## src/hw/rtl/suset_pkg.sv

```systemverilog
// ----------------------------------------------------------------------------
// suset_pkg: shared types and constants of the sorted set intersection block
// Command codes, queue entry type and sizing constants.
// ----------------------------------------------------------------------------
package suset_pkg;

	// Entries per set; also bounds the number of distinct common values.
	localparam int CAPACITY    = 32;
	localparam int DATA_WIDTH  = 32;
	localparam int IDX_W       = (CAPACITY > 1) ? $clog2(CAPACITY) : 1;
	localparam int CNT_W       = $clog2(CAPACITY + 1);

	// Command queue between front and back; depth is a power of two.
	localparam int QUEUE_DEPTH = 4;
	localparam int QPTR_W      = $clog2(QUEUE_DEPTH);
	localparam int QCNT_W      = $clog2(QUEUE_DEPTH + 1);

	localparam logic [1:0] CMD_LOAD_FIRST  = 2'd0;
	localparam logic [1:0] CMD_LOAD_SECOND = 2'd1;
	localparam logic [1:0] CMD_COMPUTE     = 2'd2;

	typedef enum logic [1:0] {
		OP_LOAD_FIRST  = 2'd0,
		OP_LOAD_SECOND = 2'd1,
		OP_COMPUTE     = 2'd2
	} op_t;

	typedef struct packed {
		op_t                          op;
		logic signed [DATA_WIDTH-1:0] value;
	} q_entry_t;

endpackage

```

## src/hw/rtl/suset_item_if.sv

```systemverilog
// ----------------------------------------------------------------------------
// suset_item_if: input channel of the set intersection block
// Valid/ready channel carrying a command and an element value.
// ----------------------------------------------------------------------------
interface suset_item_if;
	import suset_pkg::*;

	logic                         valid;
	logic                         ready;
	logic [1:0]                   command;
	logic signed [DATA_WIDTH-1:0] value;

	modport source (output valid, output command, output value, input ready);
	modport sink   (input valid, input command, input value, output ready);

endinterface

```

## src/hw/rtl/suset_front.sv

```systemverilog
// ----------------------------------------------------------------------------
// suset_front: command front end
// Accepts input transactions, classifies them and queues them for the back end.
// ----------------------------------------------------------------------------
module suset_front (
	input  logic                clk,
	input  logic                arst_n,
	suset_item_if.sink          items,
	output logic                head_valid,
	output suset_pkg::q_entry_t head,
	input  logic                head_ready
);
	import suset_pkg::*;

	q_entry_t          queue_q [QUEUE_DEPTH];
	logic [QPTR_W-1:0] wr_ptr_q;
	logic [QPTR_W-1:0] rd_ptr_q;
	logic [QCNT_W-1:0] cnt_q;
	logic              take;
	logic              push;
	logic              pop;
	q_entry_t          entry;

	assign items.ready = (cnt_q != QCNT_W'(QUEUE_DEPTH));
	assign take        = items.valid && items.ready;

	// Classify; the unused command is taken and dropped.
	always_comb begin
		entry.value = items.value;
		entry.op    = OP_LOAD_FIRST;
		push        = 1'b0;
		case (items.command)
			CMD_LOAD_FIRST: begin
				entry.op = OP_LOAD_FIRST;
				push     = take;
			end
			CMD_LOAD_SECOND: begin
				entry.op = OP_LOAD_SECOND;
				push     = take;
			end
			CMD_COMPUTE: begin
				entry.op = OP_COMPUTE;
				push     = take;
			end
			default: begin
				push = 1'b0;
			end
		endcase
	end

	assign head_valid = (cnt_q != '0);
	assign head       = queue_q[rd_ptr_q];
	assign pop        = head_valid && head_ready;

	always_ff @(posedge clk) begin
		if (push) begin
			queue_q[wr_ptr_q] <= entry;
		end
	end

	always_ff @(posedge clk or negedge arst_n) begin
		if (!arst_n) begin
			wr_ptr_q <= '0;
			rd_ptr_q <= '0;
			cnt_q    <= '0;
		end else begin
			if (push) begin
				wr_ptr_q <= wr_ptr_q + 1'b1;
			end
			if (pop) begin
				rd_ptr_q <= rd_ptr_q + 1'b1;
			end
			case ({push, pop})
				2'b10:   cnt_q <= cnt_q + 1'b1;
				2'b01:   cnt_q <= cnt_q - 1'b1;
				default: cnt_q <= cnt_q;
			endcase
		end
	end

	a_queue_bound: assert property (@(posedge clk) disable iff (!arst_n)
		(cnt_q <= QCNT_W'(QUEUE_DEPTH)) && !(pop && (cnt_q == '0)))
		else $error("command queue count out of range");

endmodule

```

## src/flat_wrapper.sv

```systemverilog
// flat-port wrapper written by rule: the top's interface ports become plain ports
module suset_front_flat import suset_pkg::*;
  (clk, arst_n, head_valid, head, head_ready, items_valid, items_command, items_value, items_ready);
  suset_item_if items_i ();
  input  logic clk;
  input  logic arst_n;
  output logic head_valid;
  output suset_pkg::q_entry_t head;
  input  logic head_ready;
  input wire logic [$bits(items_i.valid)-1:0] items_valid;
  input wire logic [$bits(items_i.command)-1:0] items_command;
  input wire logic [$bits(items_i.value)-1:0] items_value;
  output wire logic [$bits(items_i.ready)-1:0] items_ready;
  assign items_i.valid = items_valid;
  assign items_i.command = items_command;
  assign items_i.value = items_value;
  assign items_ready = items_i.ready;
  suset_front u_core (.clk(clk), .arst_n(arst_n), .items(items_i), .head_valid(head_valid), .head(head), .head_ready(head_ready));
endmodule
```

## config.mk

```make
export PLATFORM = sky130hd
export DESIGN_NAME = suset_front_flat
export DESIGN_NICKNAME = d
export VERILOG_FILES = /design/src/hw/rtl/suset_pkg.sv /design/src/hw/rtl/suset_item_if.sv /design/src/hw/rtl/suset_front.sv /design/src/flat_wrapper.sv
export SDC_FILE = /design/constraint.sdc
export NUM_CORES = 1
export LEC_CHECK = 0
export ABC_AREA = 0
export BUFFER_PORTS_ARGS = -buffer_cell sky130_fd_sc_hd__buf_2
export CAP_MARGIN = 5
export CELL_PAD_IN_SITES_DETAIL_PLACEMENT = 1
export CELL_PAD_IN_SITES_GLOBAL_PLACEMENT = 1
export CORE_MARGIN = 5
export CORE_UTILIZATION = 30
export DETAILED_ROUTE_END_ITERATION = 16
export HOLD_SLACK_MARGIN = 0.05
export PLACE_DENSITY = 0.52
export SLEW_MARGIN = 25
export SYNTH_ARGS = -nofsm -noshare
export SYNTH_HDL_FRONTEND = slang
export SYNTH_SLANG_ARGS = --single-unit
```

## constraint.sdc

```tcl
create_clock -name clk -period 2.6 [get_ports clk]
set_input_delay 0.39 -clock clk [delete_from_list [all_inputs] [get_ports clk]]
set_output_delay 0.39 -clock clk [all_outputs]
set_load 0.01 [all_outputs]
```

Yosys cells after proc, flatten, opt, wreduce, memory -nomap -nowiden. Memory sizes are Yosys's and may differ from the RTL's. Cells that the tools add are included.

Memories kept: 1. Register bits after elaboration: 7. Latch bits: 0. Input bits: 38. Memory bits (read-only): 0. RAM bits: 136.

Memories: u_core.queue_q (words 4, bits a word 34, rd ports 1, clocked after memory_dff 0, write ports 1, line suset_front.sv:15) `q_entry_t queue_q [QUEUE_DEPTH];`.

Divide/modulo/power cells: 0. Equality and inequality tests: 5. Multiplexer cells: 5. $lt $le $gt $ge: 0. $add $sub $neg: 4. Bitwise logic cells: 0. Shift-type cells: 0. Multipliers: 0. Reductions and logical operators: 6.

Operator list (count): 3-bit one-hot mux with 2 select lines (1); 2-bit by 1-bit adder with 2-bit output (second input constant) (2); 2-bit by 1-bit == test with 1-bit output (second input constant) (2); 2-bit == test (second input constant) (2); 2-bit one-hot mux with 2 select lines (1); 3-bit by 1-bit adder with 3-bit output (second input constant) (1); 1-bit two-way mux (3); 3-bit != test (second input constant) (1); 3-bit nonzero test (1); 3-bit OR reduction (1); 3-bit by 1-bit subtractor with 3-bit output (second input constant) (1); 1-bit logical AND (2); 2-bit logical NOT (1); 2-bit nonzero test (1).

Depth between registers and ports, before layout. Gate-level depths: netlist of run 1.

Depth in word-level cells: 5. Mapped depth: 10. Mapped depth without buffers: 9.

Least setup slack after synthesis of run 1. OpenSTA, ideal clock, no wires.

Path kind: reg-to-reg. From: reg u_core.cnt_q[0]. To: reg u_core.cnt_q[2]. Data arrival time: 2143 ps. Path buffers: 1. Cell stages (with the launch flop): 11. Library setup time: 79 ps. Slack: 378 ps. Period minus slack after synthesis: 2222 ps. Path through: dfrtp_1 > or3b_1 > and3_1 > buf_6 > inv_1 > ha_1 > inv_1 > fa_1 > xor2_1 > nor2_1 > xor2_1.

Longest elaborated chain between the ends: 5.

RTL lines: start, declared (line suset_front.sv:18) `logic [QCNT_W-1:0] cnt_q;`; start signal, assigned (line suset_front.sv:74) `2'b10: cnt_q <= cnt_q + 1'b1;`; start signal, assigned (line suset_front.sv:75) `2'b01: cnt_q <= cnt_q - 1'b1;`; start signal, assigned (line suset_front.sv:76) `default: cnt_q <= cnt_q;`; 3-bit != test (*) (line suset_front.sv:24) `assign items.ready = (cnt_q != QCNT_W'(QUEUE_DEPTH));`; named net items_ready (line flat_wrapper.sv:13) `output wire logic [$bits(items_i.ready)-1:0] items_ready;`; 1-bit logical AND (*) (line suset_front.sv:25) `assign take = items.valid && items.ready;`; 1-bit two-way mux (*) (line suset_front.sv:32) `case (items.command)`; 2-bit by 1-bit == test with 1-bit output or 2-bit == test (tied branches) (line suset_front.sv:73) `case ({push, pop})`; 3-bit one-hot mux with 2 select lines or 2-bit nonzero test (tied branches).

Mark *: on every way through the listed nets, which the timed path passes. The rest lies on a longest branch. A chain may end at the register's enable or synchronous reset.

==> summary.md, run 1 <==
| Metric | Value |
|---|---|
| Drt first pass iters | 4 |
| Sequential cell area | 0.004262 sq mm |
| Sink Count | 143 |
| First-pass GRT wire length | 15.91 mm |
| Area contributors post-synth | edfxtp_1 76%, mux4_2 14%, dfrtp_1 3.3% |
| Hold WS | 0.1909 ns |
| Area of the multi-input gates | 0.001012 sq mm |
| Max incr delay on CP | 0.56 ns |
| CP Capture Type | output port |
| Vias/cell | 4.497 |
| Type of origin of the critical path | register |
| Logic pwr share | 25.9% |
| Initial Utilization | 30.68% |
| Initial antenna violation count | 2 |
| Post-synth top area share | 76.42% |
| Tmin final | 2.367 ns |
| PD cells | 1158 mW/mm^2 |
| Pre-CTS setup slack | 0.3039 ns |
| RSZ-0062 raised after global routing | false |
| Detailed Route WL | 10.32 mm |
| Max Slew Vio Count | 0 |
| Vias in the first global route | 2806 |
| Psw | 2.086 mW |
| Slowest-stage cell, CP | dfrtp_2 |
| Root Driver | clkbuf_16 |
| Post-synthesis register bit count | 143 |
| TNS Setup | 0 ns |
| Share of post-route cells with drive strength above 1 | 45.94% |
| DP HPWL | 6.388 mm |
| Routed len/inst | 18.93 microns |
| Via count | 2451 |
| Dpl cells | 512 |
| Drt initial violations | 104 |
| Post-Synthesis Cells | 219 |
| GR Overflow Total | 0 |
| Clock group share of total power | 33.1% |
| Seq pwr share | 41.0% |
| Hold Path Origin | items_value[20] |
| Maximum clock rate | 422.4 MHz |
| Post-route setup slack | 0.2325 ns |
| Crit-path cells | buf_4 > mux4_2 > buf_2 |
| Post-CTS resize count | 0 |
| Clk buf depth | 2 |
| Die Width | 143.5 microns |
| Area leader, netlist | edfxtp_1 |
| Status | completed |
| Worst EP required | 2.21 ns |
| Worst skew pair latency | 0.41 ns |
| Nets@finish | 351 |
| Worst VDD drop | 0.4712 mV |
| Setup CP Type | register to output port |
| Core Util, Final | 38.16% |
| Hold Vio Cnt, Final | 0 |
| Num CTS Buffers | 17 |
| Row count | 48 |
| Die ar. | 0.02058 sq mm |
| Antenna Cells | 0 |
| Synthesis-to-layout area growth | 24.37% |
| Antenna viol nets, final | 0 |
| Worst EP arrival | 1.98 ns |
| TritonCTS clock tree | done |
| Yosys warns | 0 |
| Synth Net Count | 263 |
| Sequential area share after synthesis | 79.70% |
| Total GRT Usage | 10.80% |
| Final setup fails | 0 |
| Critical Path Fanout Max | 9 |
| Sw Share | 27.09% |
| Lkg Pwr | 2.306 nW |
| Final period util | 91.06% |
| Setup Skew | 0.007818 ns |
| Core Area | 0.01742 sq mm |
| Max Cap Viol | 0 |
| Fin cells | 545 |
| Cell Area, Synth | 0.005344 sq mm |
| Pint | 5.613 mW |
| Hold crit path type | primary input to register |
| # H-tree levels | 4 |
| Largest net degree at the start of global routing | 35 |
| Synth unique cells | 23 |
| Max_slew headroom | 35.27% |
| Die Y | 143.5 microns |
| Mean post-synth cell area | 24.40 sq um |
| Clock Pin Slew Worst Setup and Hold Paths | 0.06 ns |
| # IOs | 74 |
| Port Buffers | 73 |
| Worst Setup SP | u_core.rd_ptr_q[0] |
| DRC errors left | 0 |
| Filler cells | 1709 |
| Slew @ Worst Pin | 0.9709 ns |
| RR Startpoint | u_core.cnt_q[0] |
| GP Congestion | 0.7014 |
==> what timing repair did <==
item                                   CTS  global route
buffers inserted                         0             0
hold buffers                             1             0
endpoints found under the hold margin    7             0
==> cells by family (layout without fill, tap and decap cells) <==
kind of cell | count (synthesis) | in the layout | synth area share (%)
compound gates | 1 | 1 | 0.1873
xor+xnor | 6 | 6 | 0.9836
fa+ha+maj | 6 | 6 | 1.545
buf+inv | 15 | 116 | 1.381
flops | 143 | 143 | 79.70
mux | 36 | 36 | 14.80
simple gates | 12 | 12 | 1.405
==> registers in the layout, indices dropped and copies added, names as in the netlist <==
register	flops
u_core.rd_ptr_q	2
u_core.queue_q	136
u_core.cnt_q	3
u_core.wr_ptr_q	2
==> power by group through the flow <==
stage / registers [mW] / logic, mW / clock network, mW
after CTS: 3.18 / 2.08 / 2.62
after detailed placement: 3.22 / 2.07 / 0
after global placement: 3.20 / 2.06 / 0
after floorplan: 3.06 / 1.37 / 0
after global routing: 3.21 / 2.19 / 2.73
final: 3.16 / 1.99 / 2.55
==> per-layer routing <==
layer | track usage (%) | vias to the layer above | wire, microns
met2 | 17.87 | 72 | 5305
met3 | 4.226 | 26 | 564
met4 | 4.757 | 4 | 158
met1 | 12.49 | 1256 | 4269
li1 | - | 1093 | -
met5 | 0 | - | 21
==> cells in the mapped netlist <==
library cell	n
buf_1	2
mux2i_1	1
and2_1	1
mux2_4	1
dfrtp_1	7
fa_1	1
nand2_1	2
nor2_1	1
xnor2_1	3
buf_2	5
buf_6	1
nor2b_1	2
o31a_2	1
and2_2	3
or3_2	1
or3b_1	1
mux4_2	34
buf_4	1
inv_1	6
ha_1	5
xor2_1	3
and3_1	1
edfxtp_1	136
==> cell usage in the layout (no fill, tap or decap), types with 2 or more instances in the layout <==
master and count:
and2_2 4, buf_12 3, buf_2 73, bufinv_16 5
clkbuf_16 17, clkinv_1 4, clkinv_2 3, dfrtp_1 5
dfrtp_2 2, edfxtp_1 136, ha_1 5, inv_1 6
mux4_2 34, nand2_1 2, nor2b_1 2, xnor2_1 3
xor2_1 3
==> path summary, 6_finish.rpt <==
kind	depth (start not counted)	slack, ns	to
worst min-delay path	1	0.19	u_core.queue_q[1][20]
worst min register to register	1	0.53	u_core.cnt_q[2]
worst max-delay path	3	0.23	head[22]
max in group asynchronous	2	2.09	u_core.rd_ptr_q[0]
min in group asynchronous	2	0.33	u_core.cnt_q[2]
worst max register to register	9	0.29	u_core.cnt_q[2]
==> stage by stage <==
| step | area (sq um) | power, mW |
|---|---|---|
| floorplan | 5344 | 4.436 |
| global placement | 6011 | 5.260 |
| detailed placement | 6011 | 5.288 |
| CTS | 6646 | 7.867 |
| global route | 6646 | 8.128 |
| finish | 6646 | 7.699 |
==> worst max-delay path, delay by kind of cell, from the launching register on <==
kind | cells | cell delay (ns)
mux | 1 | 0.55
buf+inv | 2 | 0.45
flops | 1 | 0.56
==> cell type report <==
cell class | instances | share of cell area (%)
inverters | 6 | 0.3389
repair buffers | 78 | 6.664
clock buffers | 18 | 6.457
well taps | 225 | 4.236
multi-input cells | 61 | 15.23
clock inverters | 14 | 2.956
flip-flops and latches | 143 | 64.12
No activity file was read; power rests on OpenSTA's default activity.
==> run 2: changes to the inputs <==
--- a/config.mk
+++ b/config.mk
@@ -6,15 +6,17 @@
 export NUM_CORES = 1
 export LEC_CHECK = 0
 export ABC_AREA = 0
-export BUFFER_PORTS_ARGS = -buffer_cell sky130_fd_sc_hd__buf_2
 export CAP_MARGIN = 5
 export CELL_PAD_IN_SITES_DETAIL_PLACEMENT = 1
 export CELL_PAD_IN_SITES_GLOBAL_PLACEMENT = 1
 export CORE_MARGIN = 5
 export CORE_UTILIZATION = 30
 export DETAILED_ROUTE_END_ITERATION = 16
+export DONT_BUFFER_PORTS = 1
+export GPL_TIMING_DRIVEN = 1
 export HOLD_SLACK_MARGIN = 0.05
-export PLACE_DENSITY = 0.52
+export PLACE_DENSITY = 0.48
+export SETUP_SLACK_MARGIN = 0.4
 export SLEW_MARGIN = 25
 export SYNTH_ARGS = -nofsm -noshare
 export SYNTH_HDL_FRONTEND = slang
==> summary.md, run 2 (same netlist as run 1, synthesis figures left out) <==
| Metric | Value |
|---|---|
| Largest net degree at the start of global routing | 35 |
| # IOs | 74 |
| TritonCTS clock tree | done |
| Antenna Cells | 0 |
| Initial Utilization | 30.68% |
| Via count | 2334 |
| Initial antenna violation count | 0 |
| Buf+Inv Stages, Crit Path | 2 |
| Slowest-stage cell, CP | or3b_4 |
| Worst hold path depth | 0 |
| Synthesis-to-layout area growth | 23.79% |
| Reg with most FFs | u_core.queue_q |
| Total GRT Usage | 10.75% |
| Dpl cells | 439 |
| RR Startpoint | u_core.cnt_q[1] |
| Max reg flops | 136 |
| FF-to-FF path depth | 9 |
| Die Width | 143.5 microns |
| Share of post-route cells with drive strength above 1 | 27.37% |
| Max incr delay on CP | 0.43 ns |
| Max_slew headroom | 61.71% |
| Clk buf depth | 2 |
| Reg2reg end | u_core.cnt_q[2] |
| Max Slew Vio Count | 0 |
| Worst EP required | 2.93 ns |
| CP Capture Type | register |
| Type of origin of the critical path | register |
| Lkg Pwr | 2.146 nW |
| CP top delay family | simple AND/OR/NAND/NOR gates |
| Nets@finish | 319 |
| Most frequent cells in the layout | 136 x edfxtp_1, 39 x dlygate4sd3_1, 34 x mux4_2, 17 x clkbuf_16, 5 x dfrtp_1 |
| RSZ-0062 raised after global routing | true |
| Die ar. | 0.02058 sq mm |
| Final setup fails | 0 |
| Core Util, Final | 37.98% |
| Setup CP Type | register to register |
| Hold Vio Cnt, Final | 0 |
| Routed len/inst | 20.85 microns |
| Hold crit path type | primary input to register |
| Vias in the first global route | 2599 |
| Reg2reg setup slack | 0.46 ns |
| Drt first pass iters | 4 |
| DRC errors left | 0 |
| Root Driver | clkbuf_16 |
| Final period util | 82.23% |
| Drt initial violations | 90 |
| Max Cap Viol | 0 |
| PD cells | 1084 mW/mm^2 |
| Antenna viol nets, final | 0 |
| TNS Setup | 0 ns |
| Worst skew pair latency | 0.41 ns |
| Slew @ Worst Pin | 0.5744 ns |
| GP Congestion | 0.6804 |
| Critical Path Fanout Max | 4 |
| Core Area | 0.01742 sq mm |
| GR Overflow Total | 0 |
| Row count | 48 |
| Worst EP arrival | 2.47 ns |
| Status | completed |
| Num CTS Buffers | 17 |
| Tmin final | 2.138 ns |
| Commonest non-fill, non-tap cell in the layout | edfxtp_1 |
| Detailed Route WL | 10.64 mm |
| Maximum clock rate | 467.7 MHz |
| Setup Skew | 0.006622 ns |
| DP HPWL | 6.217 mm |
| Clock Pin Slew Worst Setup and Hold Paths | 0.06 ns |
| Hold-critical path endpoint | u_core.queue_q[2][19] |
| Port Buffers | 0 |
| Sink Count | 143 |
| First-pass GRT wire length | 15.89 mm |
| Top flop regs | u_core.queue_q (136), u_core.cnt_q (3) |
| Hold Path Origin | items_value[19] |
| Worst VDD drop | 0.4367 mV |
| Vias/cell | 4.576 |
| # H-tree levels | 4 |
| Crit-path cells | or3b_4 > and3_4 > inv_2 > ha_4 > inv_2 > fa_2 > xor2_1 > nor2_1 > xor2_1 |
| Fin cells | 510 |
| Die Y | 143.5 microns |
-- run 2: changes by cell type in the layout (fill, tap and decap cells not counted), sizes merged --
cell         change
buf             -70
bufinv           -3
clkbuf           +2
clkinv           -2
dlygate4sd3     +38
-- run 2: metrics by stage --
stage	worst slack, ns	power [mW]	hold slack [ns]	area [sq um]
after floorplan	0.4059	4.443	0.09441	5346
after global placement	0.3045	4.910	0.09468	5615
after CTS	0.4013	7.280	0.05000	6451
final	0.4621	7.171	0.08078	6615
after detailed placement	0.2474	4.961	0.09463	5637
after global routing	0.3413	7.559	0.05014	6615
-- run 2: layer usage --
layer	vias up	GRT usage, %	share of wire (%)
met3	10	4.393	6.1
met4	0	4.014	1.2
met5	-	0	0
li1	1018	-	-
met2	68	16.59	48
met1	1238	13.70	44
-- run 2: layout make-up --
class,instances,area [sq um]
multi-input cells,61,1039
fillers,1660,10800
well taps,225,281.5
inverters,6,22.52
clock buffers,20,436.7
flip-flops and latches,143,4264
repair buffers,46,475.5
clock inverters,9,96.34
-- run 2: what timing repair did --
item / 4_1_cts / 5_1_grt
hold endpoints to repair: 85 / 44
setup endpoints to repair: 90 / 18
hold buffers: 26 / 13
setup buffers: 1 / 2
resized for setup: 6 / 7
pin swaps: 2 / 5
-- run 2: how the worst max path moves through the flow --
| stage | startpoint | endpoint | slack (ns) | cells after the start |
|---|---|---|---|---|
| floorplan | u_core.cnt_q[0] | u_core.cnt_q[2] | 0.41 | 10 |
| global placement | u_core.cnt_q[2] | u_core.queue_q[3][6] | 0.30 | 3 |
| CTS | u_core.cnt_q[1] | u_core.cnt_q[2] | 0.40 | 9 |
| global route | u_core.cnt_q[1] | u_core.cnt_q[2] | 0.34 | 9 |
| finish | u_core.cnt_q[1] | u_core.cnt_q[2] | 0.46 | 9 |
| detailed placement | u_core.cnt_q[2] | u_core.queue_q[0][9] | 0.25 | 3 |
-- run 2: worst reg2reg max path, cell delays in order (launching register included) --
cell and delay, ns:
dfrtp_1 0.41, or3b_4 0.43, and3_4 0.19, inv_2 0.06, ha_4 0.13, inv_2 0.04
fa_2 0.37, xor2_1 0.15, nor2_1 0.12, xor2_1 0.17
-- run 2: power by group --
part | leakage, nW | internal (mW) | switching, mW
clock | 0.256 | 1.38 | 0.844
sequential | 1.32 | 2.96 | 0.181
combinational | 0.569 | 0.825 | 0.987
